<file path="src/hdl/gas_pkg.sv">
`default_nettype none
// ----------------------------------------------------------------------------
// gas_pkg: shared types and constants of the grid A* path search
// Grid geometry, cell marks, request codes, neighbour tables and item types.
// ----------------------------------------------------------------------------
package gas_pkg;

  // The grid width must be a power of two: a cell index is y * GRID_W + x.
  localparam int GRID_W     = 32;
  localparam int GRID_H     = 32;
  localparam int OPEN_DEPTH = 1024;
  localparam int NCELLS     = GRID_W * GRID_H;

  localparam int XW  = $clog2(GRID_W);
  localparam int YW  = $clog2(GRID_H);
  localparam int CW  = $clog2(NCELLS);
  localparam int QAW = $clog2(OPEN_DEPTH);
  localparam int QCW = $clog2(OPEN_DEPTH + 1);
  localparam int DW  = (XW > YW) ? XW : YW;

  localparam int GW = 14;
  localparam logic [GW-1:0] G_MAX = '1;
  localparam int H_SCALE = 100;
  localparam int FW = $clog2(int'(G_MAX) + H_SCALE * ((GRID_W - 1) * (GRID_W - 1) +
                             (GRID_H - 1) * (GRID_H - 1)) + 1);

  localparam int MW = 3;
  localparam logic [MW-1:0] MK_FREE    = 3'd0;
  localparam logic [MW-1:0] MK_BLOCKED = 3'd1;
  localparam logic [MW-1:0] MK_START   = 3'd2;
  localparam logic [MW-1:0] MK_GOAL    = 3'd3;
  localparam logic [MW-1:0] MK_OPEN    = 3'd4;
  localparam logic [MW-1:0] MK_CLOSED  = 3'd5;
  localparam logic [MW-1:0] MK_PATH    = 3'd6;

  localparam logic [1:0] REQ_WRITE  = 2'd0;
  localparam logic [1:0] REQ_START  = 2'd1;
  localparam logic [1:0] REQ_EXPAND = 2'd2;
  localparam logic [1:0] REQ_READ   = 2'd3;

  // Neighbour order NW, N, NE, W, E, SW, S, SE; offsets as two-bit signed codes.
  localparam logic [1:0] NB_DX [8] = '{2'b11, 2'b00, 2'b01, 2'b11, 2'b01, 2'b11, 2'b00, 2'b01};
  localparam logic [1:0] NB_DY [8] = '{2'b11, 2'b11, 2'b11, 2'b00, 2'b00, 2'b01, 2'b01, 2'b01};
  localparam logic [3:0] NB_COST [8] = '{4'd14, 4'd10, 4'd14, 4'd10,
                                         4'd10, 4'd14, 4'd10, 4'd14};

  typedef struct packed {
    logic [1:0] req_type;
    logic [4:0] cell_x;
    logic [4:0] cell_y;
    logic       blocked;
    logic [4:0] goal_x;
    logic [4:0] goal_y;
  } gas_req_t;

  typedef struct packed {
    logic        search_done;
    logic        path_found;
    logic [2:0]  cell_state;
    logic [10:0] open_size;
  } gas_rsp_t;

endpackage
`default_nettype wire

</file>
<file path="src/hdl/gas_heur.sv">
`default_nettype none
// ----------------------------------------------------------------------------
// gas_heur: registered F = G + H cost unit
// H is the squared Euclidean distance to the goal, scaled by 100.
// ----------------------------------------------------------------------------
module gas_heur (
  input  wire logic                  clk_i,
  input  wire logic [gas_pkg::CW-1:0] cell_i,
  input  wire logic [gas_pkg::CW-1:0] goal_i,
  input  wire logic [gas_pkg::GW-1:0] g_i,
  output logic      [gas_pkg::FW-1:0] f_o
);
  import gas_pkg::*;

  logic [XW-1:0]     cx, gx, ax;
  logic [CW-XW-1:0]  cy, gy, ay;
  logic [2*DW:0]     sq_sum;
  logic [FW-1:0]     f_q;

  always_comb begin
    cx = cell_i[XW-1:0];
    gx = goal_i[XW-1:0];
    cy = cell_i[CW-1:XW];
    gy = goal_i[CW-1:XW];
    ax = (cx >= gx) ? (cx - gx) : (gx - cx);
    ay = (cy >= gy) ? (cy - gy) : (gy - cy);
    sq_sum = (2*DW+1)'((2*DW+1)'(ax) * (2*DW+1)'(ax)) +
             (2*DW+1)'((2*DW+1)'(ay) * (2*DW+1)'(ay));
  end

  always_ff @(posedge clk_i) begin
    f_q <= FW'(g_i) + FW'(FW'(sq_sum) * FW'(H_SCALE));
  end

  assign f_o = f_q;

endmodule
`default_nettype wire

</file>
<file path="config.mk">
export PLATFORM = sky130hd
export DESIGN_NAME = gas_heur
export DESIGN_NICKNAME = d
export VERILOG_FILES = /design/src/hdl/gas_pkg.sv /design/src/hdl/gas_heur.sv
export SDC_FILE = /design/constraint.sdc
export NUM_CORES = 1
export LEC_CHECK = 0
export BUFFER_PORTS_ARGS = -buffer_cell sky130_fd_sc_hd__buf_2
export CORE_MARGIN = 5
export CORE_UTILIZATION = 40
export DETAILED_ROUTE_END_ITERATION = 10
export GPL_TIMING_DRIVEN = 0
export HOLD_SLACK_MARGIN = 0.06
export SLEW_MARGIN = 20
export SYNTH_ARGS = -nofsm -noshare
export SYNTH_HDL_FRONTEND = slang
export SYNTH_SLANG_ARGS = --single-unit
</file>
<file path="constraint.sdc">
create_clock -name clk_i -period 8.5 [get_ports clk_i]
set_input_delay 0.85 -clock clk_i [delete_from_list [all_inputs] [get_ports clk_i]]
set_output_delay 0.85 -clock clk_i [all_outputs]
set_load 0.02 [all_outputs]
</file>
==> run metrics <==
row cnt 36; worst hold slack 703 ps; fin cells 697; Seq. cell area 360 sq um; syn_nets 636; commonest cells after routing, fill and taps aside inv_1 (78), ha_1 (76), buf_2 (46); Post-synth EDFFs 0; CTS tree yes; Die Y-Extent 111 um; die width 111 um; setup violators final 2; Netlist cell types 49; via count 3400; Layout area overhead 32.1%; Crit Path Class in2reg; RSZ-0062 raised after global routing yes; fin crit share 1.00; max reg flops 18; final net count 727; Yosys top cell by area ha_1; CTS root buf clkbuf_8; CTS max path bufs 2; core area 0.00982 sq mm; yosys warns 0; CP required 8680 ps; Initial DRC Count 87; Fillers 913; TritonCTS Buffers 3; Fmax 0.117 GHz; max-slew violation count 0; post-synth top area share 0.293; endpoint type of the worst setup path flop; Avg Inst Size Synth 8.57 sq um; Min Clock Period, post-route 8520 ps; H-tree level count 1; most common cell after layout, fill and taps aside inv_1; Critical Path Fanout Max 5; CP peak stage delay 560 ps; GR Layer Usage met3 0.0109; Ports 53; share of cells above drive strength 1 0.339; Synth Instances 474; Hold Crit Class in2reg; routed len/inst 12.0 um; Most Frequent Cell on Critical Path fa_1; fin worst setup slack -18.2 ps; met1 GRT Util 0.176; IO buf count 52; dpl cells 659; crit path DAT 8700 ps; area of the multi-input gates 0.00384 sq mm; measured slew at the worst slew-check pin 441 ps; max_cap viols 0; Final HPWL DP 6.73 mm; Initial Util 0.414; CTS Hold Bufs 0; die area 0.0123 sq mm; synth top area cells ha_1 (29%), fa_1 (16%), dfxtp_1 (8.9%), inv_1 (8.7%), xnor2_1 (4.3%); Final ANT Viol Nets 0; post-route cell area 0.00537 sq mm; CTS clk-pin slew, worst paths 70 ps; Synth async-reset ratio 0; initial antenna violation count 0; Hold Vio Cnt, Final 0; outcome finished, violations left; max_slew headroom 0.703; grt peak-use layer met2; largest net degree at the start of global routing 11; failing checks setup timing; via/cell ratio 4.88; Cell Area, Synth 0.00406 sq mm; main flop type after synthesis dfxtp_1; sequential share of the synthesized area 0.0887; Worst path slowest cell fa_1; Synth Register Bits 18; DR pass1 iterations 6; Ant. Diodes 0; vias in the first global route 3458; GRT Total Usage 0.136; DRC viols 0; placed inst area 0.00466 sq mm; CP startpoint kind primary input; DRT Wirelength 8.36 mm; first-pass GRT wire length 14.9 mm; routability congestion estimate 0.771; CTS sink cnt 18; global route total overflow 0; GR Util met2 0.250
==> worst max-delay path, delay by kind of cell <==
kind | cells | cell delay (ps)
adder cells (fa/ha/maj) | 12 | 4660
AO/OA/AOI/OAI | 10 | 1620
XOR/XNOR | 4 | 620
buffers and inverters | 7 | 430
multiplexers | 1 | 290
AND/OR/NAND/NOR | 3 | 250
==> what timing repair did <==
action / in CTS / in global routing
gates resized for setup: 56 / 29
endpoints found under the setup margin: 6 / 6
pin swaps: 39 / 44
setup buffers: 26 / 10
==> logic make-up (layout without fill, tap and decap cells) <==
logic type      Yosys count  in the layout  share of synthesized area
simple gates             89             89                      0.104
buf+inv                  98            188                     0.0924
fa+ha+maj               127            127                      0.450
mux                       9              9                     0.0225
flops                    18             18                     0.0887
compound gates           93             93                      0.154
xor+xnor                 40             40                     0.0881
==> cell type report <==
cell class                      count  area share
Buffer                              2     0.00140
Clock buffer                        4      0.0103
Inverter                           94      0.0676
Multi-Input combinational cell    358       0.716
Sequential cell                    18      0.0672
Tap cell                          133      0.0310
Timing Repair Buffer               88       0.107
==> cell usage after synthesis (3+ instances only) <==
master    number
a21o_1        15
a21oi_1       31
a21oi_2        3
dfxtp_1       18
fa_1          32
ha_1          95
inv_1         94
mux2i_1        8
nand2_1       18
nand2b_1      13
nand3_1        3
nor2_1        32
nor2b_1        3
nor3_1         6
o21a_1         4
o21ai_0       12
o21ai_2        3
o21bai_1       3
or2_2          4
xnor2_1       20
xor2_1        19
==> layer usage <==
layer,routed length (um),up-vias
met5,0,-
met4,44,0
met3,232,2
met2,4240,48
met1,3840,1606
li1,-,1744
==> path summary, 6_finish.rpt <==
path | start | endpoint | cells past startpoint
max | cell_i[7] | f_o[17]$_DFF_P_ | 37
min | g_i[1] | f_o[1]$_DFF_P_ | 1
==> through the flow <==
stage	worst slack (ps)	utilization	TNS [ps]
finish	-18.2	0.546	-27.6
global route	-319	0.546	-1420
floorplan	11.4	-	0
global placement	-663	0.475	-3220
CTS	-119	0.525	-477
detailed placement	-785	0.475	-3720
Power is not shown: default switching activity piles up to over one toggle a cycle in this logic, so the estimate is an artifact.
